--- src/rtl/core/trial_division_prime_test_macros.svh ---
// assertion helpers used by the prime test rtl
`ifndef TRIAL_DIVISION_PRIME_TEST_MACROS_SVH
`define TRIAL_DIVISION_PRIME_TEST_MACROS_SVH

// property must hold at every edge outside reset
`define TDPT_ASSERT(name, clk, rst, prop) \
   name: assert property (@(posedge clk) disable iff (rst) (prop)) \
      else $error("tdpt assertion failed");

// consequent must hold in the cycle after the antecedent
`define TDPT_ASSERT_NEXT(name, clk, rst, ante, cons) \
   name: assert property (@(posedge clk) disable iff (rst) (ante) |=> (cons)) \
      else $error("tdpt next-cycle assertion failed");

`endif

--- src/rtl/core/tdpt_pkg.sv ---
// ----------------------------------------------------------------------------
// tdpt_pkg
// Shared types and constants of the trial division prime test.
// ----------------------------------------------------------------------------
package tdpt_pkg;

   localparam int TDPT_VALUE_WIDTH   = 32;
   localparam int TDPT_QUEUE_DEPTH   = 2;
   localparam int TDPT_SMALLEST_PRIME = 2;
   localparam int TDPT_SMALL_LIMIT   = 4;
   localparam int TDPT_FIRST_DIVISOR = 3;

   // outcome of the front classification
   typedef struct packed {
      logic needs_trial;
      logic early_result;
   } tdpt_class_type;

   typedef enum logic [2:0] {
      BK_IDLE,
      BK_TEST,
      BK_DIV,
      BK_CHECK,
      BK_FINISH
   } tdpt_back_state_type;

endpackage

--- src/rtl/core/tdpt_back.sv ---
// ----------------------------------------------------------------------------
// tdpt_back
// Trial divider loop with a bit-serial remainder unit and output register.
// ----------------------------------------------------------------------------
`include "trial_division_prime_test_macros.svh"

module tdpt_back #(
   parameter int VALUE_WIDTH = tdpt_pkg::TDPT_VALUE_WIDTH
) (
   input  logic                       clock,
   input  logic                       reset,
   input  logic                       q_valid,
   input  logic [VALUE_WIDTH-1:0]     q_value,
   input  tdpt_pkg::tdpt_class_type   q_class,
   output logic                       pop,
   output logic                       rsp_valid,
   input  logic                       rsp_stall,
   output logic                       rsp_is_prime
);
   import tdpt_pkg::*;

   // divisor never exceeds sqrt of the value plus two
   localparam int DW    = (VALUE_WIDTH + 1) / 2 + 1;
   localparam int SQ_W  = VALUE_WIDTH + 1;
   localparam int CNT_W = $clog2(VALUE_WIDTH);

   tdpt_back_state_type    state_ff, state_in;
   logic [VALUE_WIDTH-1:0] v_ff, v_in;
   logic [DW-1:0]          d_ff, d_in;
   logic [SQ_W-1:0]        sq_ff, sq_in;
   logic [DW-1:0]          rem_ff, rem_in;
   logic [CNT_W-1:0]       cnt_ff, cnt_in;
   logic                   res_ff, res_in;
   logic                   rsp_vld_ff, rsp_vld_in;
   logic                   rsp_bit_ff, rsp_bit_in;
   logic                   out_free;
   logic                   load_out;
   logic                   out_bit;
   logic [DW:0]            shifted;
   logic                   rem_below_d;

   assign out_free    = !rsp_vld_ff || !rsp_stall;
   assign shifted     = {rem_ff, v_ff[cnt_ff]};
   assign rem_below_d = (rem_ff < d_ff);

   always_comb begin
      state_in = state_ff;
      v_in     = v_ff;
      d_in     = d_ff;
      sq_in    = sq_ff;
      rem_in   = rem_ff;
      cnt_in   = cnt_ff;
      res_in   = res_ff;
      pop      = 1'b0;
      load_out = 1'b0;
      out_bit  = 1'b0;
      case (state_ff)
         BK_IDLE: begin
            if (q_valid) begin
               if (!q_class.needs_trial) begin
                  if (out_free) begin
                     load_out = 1'b1;
                     out_bit  = q_class.early_result;
                     pop      = 1'b1;
                  end
               end else begin
                  pop      = 1'b1;
                  v_in     = q_value;
                  d_in     = DW'(TDPT_FIRST_DIVISOR);
                  sq_in    = SQ_W'(TDPT_FIRST_DIVISOR * TDPT_FIRST_DIVISOR);
                  state_in = BK_TEST;
               end
            end
         end
         BK_TEST: begin
            // stop once d*d passes the value
            if (sq_ff > {1'b0, v_ff}) begin
               res_in   = 1'b1;
               state_in = BK_FINISH;
            end else begin
               rem_in   = '0;
               cnt_in   = CNT_W'(VALUE_WIDTH - 1);
               state_in = BK_DIV;
            end
         end
         BK_DIV: begin
            // restoring remainder, one value bit per cycle, msb first
            if (shifted >= {1'b0, d_ff}) begin
               rem_in = DW'(shifted - {1'b0, d_ff});
            end else begin
               rem_in = shifted[DW-1:0];
            end
            if (cnt_ff == '0) begin
               state_in = BK_CHECK;
            end else begin
               cnt_in = cnt_ff - CNT_W'(1);
            end
         end
         BK_CHECK: begin
            if (rem_ff == '0) begin
               res_in   = 1'b0;
               state_in = BK_FINISH;
            end else begin
               // (d+2)^2 = d^2 + 4d + 4
               d_in     = d_ff + DW'(2);
               sq_in    = sq_ff + SQ_W'({d_ff, 2'b00}) + SQ_W'(4);
               state_in = BK_TEST;
            end
         end
         BK_FINISH: begin
            if (out_free) begin
               load_out = 1'b1;
               out_bit  = res_ff;
               state_in = BK_IDLE;
            end
         end
         default: begin
            state_in = BK_IDLE;
         end
      endcase
   end

   always_comb begin
      rsp_vld_in = rsp_vld_ff;
      rsp_bit_in = rsp_bit_ff;
      if (load_out) begin
         rsp_vld_in = 1'b1;
         rsp_bit_in = out_bit;
      end else if (!rsp_stall) begin
         rsp_vld_in = 1'b0;
      end
   end

   always_ff @(posedge clock) begin
      if (reset) begin
         state_ff   <= BK_IDLE;
         rsp_vld_ff <= 1'b0;
      end else begin
         state_ff   <= state_in;
         rsp_vld_ff <= rsp_vld_in;
      end
   end

   always_ff @(posedge clock) begin
      v_ff       <= v_in;
      d_ff       <= d_in;
      sq_ff      <= sq_in;
      rem_ff     <= rem_in;
      cnt_ff     <= cnt_in;
      res_ff     <= res_in;
      rsp_bit_ff <= rsp_bit_in;
   end

   assign rsp_valid    = rsp_vld_ff;
   assign rsp_is_prime = rsp_bit_ff;

   `TDPT_ASSERT(a_rem_below_divisor, clock, reset, (state_ff == BK_DIV) |-> rem_below_d)
   `TDPT_ASSERT(a_divisor_odd, clock, reset, (state_ff == BK_TEST) |-> (d_ff[0] && sq_ff[0]))
   `TDPT_ASSERT_NEXT(a_zero_rem_composite, clock, reset, (state_ff == BK_CHECK) && (rem_ff == '0), (state_ff == BK_FINISH) && !res_ff)
   `TDPT_ASSERT_NEXT(a_idle_after_result, clock, reset, (state_ff == BK_FINISH) && out_free, (state_ff == BK_IDLE) && rsp_vld_ff)

endmodule

--- config.mk ---
export PLATFORM = sky130hd
export DESIGN_NAME = tdpt_back
export DESIGN_NICKNAME = d
export VERILOG_FILES = /design/src/rtl/core/tdpt_pkg.sv /design/src/rtl/core/tdpt_back.sv
export VERILOG_INCLUDE_DIRS = /design/src /design/src/rtl/core
export SDC_FILE = /design/constraint.sdc
export NUM_CORES = 1
export LEC_CHECK = 0
export CORE_MARGIN = 1
export CORE_UTILIZATION = 40
export DETAILED_ROUTE_END_ITERATION = 6
export DONT_BUFFER_PORTS = 1
export GPL_ROUTABILITY_DRIVEN = 0
export PLACE_DENSITY_LB_ADDON = 0.1
export SLEW_MARGIN = 20
export SYNTH_ARGS = -nofsm -noshare
export SYNTH_HDL_FRONTEND = slang
export SYNTH_SLANG_ARGS = --single-unit
export TNS_END_PERCENT = 10
--- constraint.sdc ---
create_clock -name clock -period 5.05 [get_ports clock]
set_input_delay 0.2525 -clock clock [delete_from_list [all_inputs] [get_ports clock]]
set_output_delay 0.2525 -clock clock [all_outputs]
set_load 0.05 [all_outputs]
After elaboration in Yosys (flattened, before gate mapping)
Cells that the tools add are included.
- latch bits: 0
- RAM bits: 0
- ROM bits: 0
- memories kept: 0
- register bits: 110
- $mul: 0
- $add $sub $neg: 5
- multiplexer cells: 40
- equal/unequal tests: 14
- shift-type cells: 0
- order comparisons: 3
- reductions and logical operators: 15
- divide/modulo/power cells: 0
- bitwise gates (word level): 0
- operators with widths (cell ; number):
    $mux 33 ; 3
    $mux 17 ; 5
    $pmux 17 s2 ; 2
    $pmux 33 s2 ; 1
    $add 33x19->33 ; 1
    $add 33x3->33 const B ; 1
    $gt 33x32->1 ; 1
    $ge 18x17->1 ; 1
    $mux 3 ; 6
    $ne 2x2->1 const B ; 9
    $add 17x2->17 const B ; 1
    $logic_not 17->1 ; 1
    $sub 17x17->17 ; 1
    $mux 1 ; 15
    $pmux 3 s5 ; 1
    $mux 5 ; 2
    $pmux 5 s2 ; 1
    $reduce_and 3->1 ; 3
    $reduce_and 4->1 ; 2
    $eq 3x2->1 const B ; 2
    $lt 5x6->1 const B ; 1
    $pmux 1 s2 ; 3
    $reduce_bool 2->1 ; 3
    $bmux 1 s5 ; 1
    9 further kinds ; 10

Longest topological paths before layout
- depth after elaboration: 7
- gate-level depth with buffers: 17
- depth with buffers taken out: 15

Least setup slack after synthesis
Ideal clock, no wire load.
- path kind: register -> register
- start point: register cnt_ff[2]
- end point: register rem_ff[11] (data pin)
- clock period less this slack: 3.609 ns
- arrival: 3.462 ns
- library setup time: 0.147 ns
- stages on the path, launching flop included: 18
- slack: 1.441 ns
- cell sequence: edfxtp_1 buf_2 mux2i_1 a22oi_1 nand3_1 a21oi_1 or2_2 fa_1 a21o_1 a21oi_1 nand2b_1 a21o_1 a31oi_1 o41a_1 a21oi_1 buf_2 nand2_1 a21oi_1
- word-level cells in the longest chain between the ends: 5
- elaborated cells on any way between the ends: 6
- ends and longest elaborated chain (item ; RTL line ; text):
    start: declaration ; tdpt_back.sv:32 ; logic [CNT_W-1:0] cnt_ff, cnt_in;
    start signal: assignment ; tdpt_back.sv:149 ; cnt_ff <= cnt_in;
    $bmux 1 s5 (*) ; tdpt_back.sv:43 ; assign shifted = {rem_ff, v_ff[cnt_ff]};
    $mux 1 (not written as such) (*) ; tdpt_back.sv:43 ;
    $sub 17x17->17 or $ge 18x17->1 (tied branches) ; tdpt_back.sv:89, tdpt_back.sv:88 ;
    $mux 17 (*) ; tdpt_back.sv:88 ; if (shifted >= {1'b0, d_ff}) begin
    $pmux 17 s2 (*) ; tdpt_back.sv:57 ; case (state_ff)
    end signal: assignment ; tdpt_back.sv:148 ; rem_ff <= rem_in;
    end: declaration ; tdpt_back.sv:31 ; logic [DW-1:0] rem_ff, rem_in;
Mark *: on every way between the ends. The rest lies on a longest branch, timed or not. The select of a mux whose other input is x is not followed.
A chain may end at the register's enable or synchronous reset.

Final worst setup path
- start point: register cnt_ff[2]
- end point: register rem_ff[5] (data pin)
The elaborated chain is that of the path after synthesis.

==> reports/qor.txt <==
Crit. End Element - register
buffer depth of the longest clock path - 2
Filler Cells Inserted - 1,651
Slew @ Worst Pin - 1.01 ns
cts bufs inserted - 9
crit path cell chain - buf_4 -> mux2i_1 -> a22oi_1 -> nand3b_1 -> a21oi_1 -> or2_2 -> fa_1 -> a21o_1 -> a21oi_1 -> nand2b_1 -> a21o_1 -> a31oi_1 -> o41a_1 -> a21oi_1 -> buf_4 -> or3b_2 -> a21oi_1
most frequent cells after synthesis - edfxtp_1 (102), ha_1 (81), nor2_1 (55), a21oi_1 (53), inv_1 (52)
Reg power frac - 0.414
Final WS setup - 0.587 ns
Hold Crit Depth - 1
Core Area - 0.0174 mm2
net switching power - 1.08 mW
master of the slowest instance on the critical path - a21oi_1
GRT overflow - 0
initial antenna violation count - 0
top cells by area, synth - edfxtp_1 (43%), ha_1 (14%), a21oi_1 (3.7%), a21o_1 (3.1%), xnor2_1 (2.9%)
CP required - 5.11 ns
CP bufs+invs - 2
Post-synth EDFFs - 102
RR Startpoint - cnt_ff[2]
die area - 0.0185 mm2
VDD IR max - 236 uV
P&R area growth vs syn - 12.5%
n_diodes - 0
pre-CTS setup slack - 0.657 ns
Reg2Reg Capture Point - rem_ff[5]
Netlist cell types - 59
num rows - 48
hold path startpoint - reset
Top delay family on crit path - compound AO/OA/AOI/OAI gates
clk sink count - 106
Min-Delay Endpoint - rsp_valid
worst min-delay path category - in -> reg
Reg clk slew, reported paths - 0.07 ns
Int Pwr - 1.94 mW
Crit Path Class - reg -> reg
asr flop ratio synth - 0
Die Width - 136 um
Initial Utilization - 0.411
Period Utilization, post-route - 0.884
nets@finish - 857
# H-tree levels - 3
pin count of the biggest net entering global routing - 47
Via density - 5.58
Synth Area per Inst - 10.3 um2
Ports - 41
worst skew pair latency - 0.35 ns
Avg WL per Cell - 18.0 um
worst-path fanout max - 20
Synth Flop Type - edfxtp_1
post-DP HPWL - 13,000 um
Synth Instances - 698
setup TNS - 0 ns
CP Launch Type - register
DRC Markers - 0
max_slew headroom - 0.327
synthesized flop and latch total - 106
RSZ-0062 raised after global routing - false
Max-Cap Viols - 0
total number of yosys warnings - 0
Tot GR Track Use - 0.197
Util after Layout - 0.463
max-slew violation count - 0
min Tclk post-route - 4.46 ns
area leader, netlist - edfxtp_1
first-pass GRT wire length - 27,800 um
antenna-violating nets left - 0
WP data arrival - 4.53 ns
CTS tree - yes
Pre-antenna DRT Iters - 5
Max Clock Skew - 0.00779 ns
sequential area share after synthesis - 0.439
FF-to-FF setup slack - 0.59 ns
logic gate share of total power - 0.352
most common cell in the netlist - edfxtp_1
most used cell, CP - a21oi_1
largest stage delay on the critical path - 0.48 ns
clock network power share - 0.234
number of setup violations in the final report - 0
leak pwr - 3.38 nW
beginning of the critical path - cnt_ff[2]
vias in the first global route - 5,357
initial drt markers - 334
Mapped Nets - 819
Max Clk Rate - 224 MHz
root buf cell - clkbuf_16
layout cells sized above 1 - 0.0472
share of the synthesized area in the top cell type - 0.427
Post-Syn Area - 0.00717 mm2
Post-Route WL - 17,400 um
status - completed
Die Ht - 136 um
# port buffers - 0
final hold vios - 0
Sw Share - 0.358
vias post-DR - 5,386
post-CTS resize count - 0
P per Cell Area - 374 mW/mm2
R2R cell count - 17
[worst register-to-register path, stage by stage (launching register included)]
cell      delay [ns]
edfxtp_1        0.33
buf_4           0.31
mux2i_1         0.29
a22oi_1         0.12
nand3b_1        0.11
a21oi_1         0.13
or2_2           0.34
fa_1            0.41
a21o_1          0.18
a21oi_1         0.17
nand2b_1        0.18
a21o_1          0.15
a31oi_1         0.11
o41a_1          0.40
a21oi_1         0.48
buf_4           0.28
or3b_2          0.14
a21oi_1         0.06
[cell families after synthesis]
family / after synthesis / synth area share
simple gates: 216 / 0.151
buf+inv: 65 / 0.0351
flops: 106 / 0.439
compound gates: 172 / 0.157
xor+xnor: 38 / 0.0464
mux: 18 / 0.0251
fa+ha+maj: 83 / 0.147
[area by class of cell]
class / count / area, um2 / area share
Multi-Input combinational cell: 527 / 3770 / 0.468
Inverter: 52 / 195 / 0.0242
Clock buffer: 10 / 229 / 0.0284
Sequential cell: 106 / 3140 / 0.390
Tap cell: 225 / 282 / 0.0349
Clock inverter: 6 / 57.6 / 0.00714
Timing Repair Buffer: 40 / 383 / 0.0475
[cell usage in the layout, fill, tap and decap left out, drive strengths merged, types with 24 or more instances in the layout]
| cell type | count |
|---|---|
| xnor2 | 24 |
| a21oi | 55 |
| inv | 52 |
| nor2 | 55 |
| a21o | 30 |
| dlygate4sd3 | 33 |
| edfxtp | 102 |
| nand2 | 48 |
| o21ai | 33 |
| ha | 81 |
[through the flow]
stage	area [um2]	hold WS, ns	power, mW	cells
floorplan	7170	0.322	2.03	698
global placement	7450	0.323	2.28	917
detailed placement	7450	0.324	2.30	917
CTS	8060	0.0645	3.04	966
global route	8060	0.0632	3.21	966
finish	8060	0.0795	3.02	966
[registers in the layout (all words and copies together), names as in the netlist]
| register | cells |
|---|---|
| rsp_is_prime | 1 |
| v_ff | 32 |
| d_ff | 16 |
| state_ff | 3 |
| rem_ff | 17 |
| res_ff | 1 |
| cnt_ff | 5 |
| sq_ff | 30 |
| rsp_valid | 1 |
[power groups by stage]
stage / Clock, mW / Combinational [mW] / Sequential (mW)
2_1_floorplan: 0 / 0.816 / 1.22
3_3_place_gp: 0 / 1.01 / 1.27
3_5_place_dp: 0 / 1.03 / 1.27
4_1_cts: 0.727 / 1.06 / 1.25
5_1_grt: 0.756 / 1.19 / 1.26
6_report: 0.706 / 1.06 / 1.25
[worst max path at each step]
stage	cells past startpoint	to	slack [ns]
floorplan	17	rem_ff[11]	1.44
global placement	17	rem_ff[5]	0.83
detailed placement	17	rem_ff[5]	0.66
CTS	17	rem_ff[5]	0.60
global route	17	rem_ff[5]	0.29
finish	17	rem_ff[5]	0.59
[what timing repair did]
action	4_1_cts	5_1_grt
hold endpoints to repair	34	0
hold buffers	33	0
buffers inserted	0	0
[routing by layer]
| layer | up-vias | track usage | part of all wire |
|---|---|---|---|
| met3 | 23 | 0.0384 | 0.041 |
| met4 | 0 | 0.0642 | 0.022 |
| met1 | 2583 | 0.254 | 0.47 |
| met5 | - | 0 | 0 |
| met2 | 112 | 0.332 | 0.47 |
| li1 | 2668 | - | - |
Power figures use the tool's default switching activity.
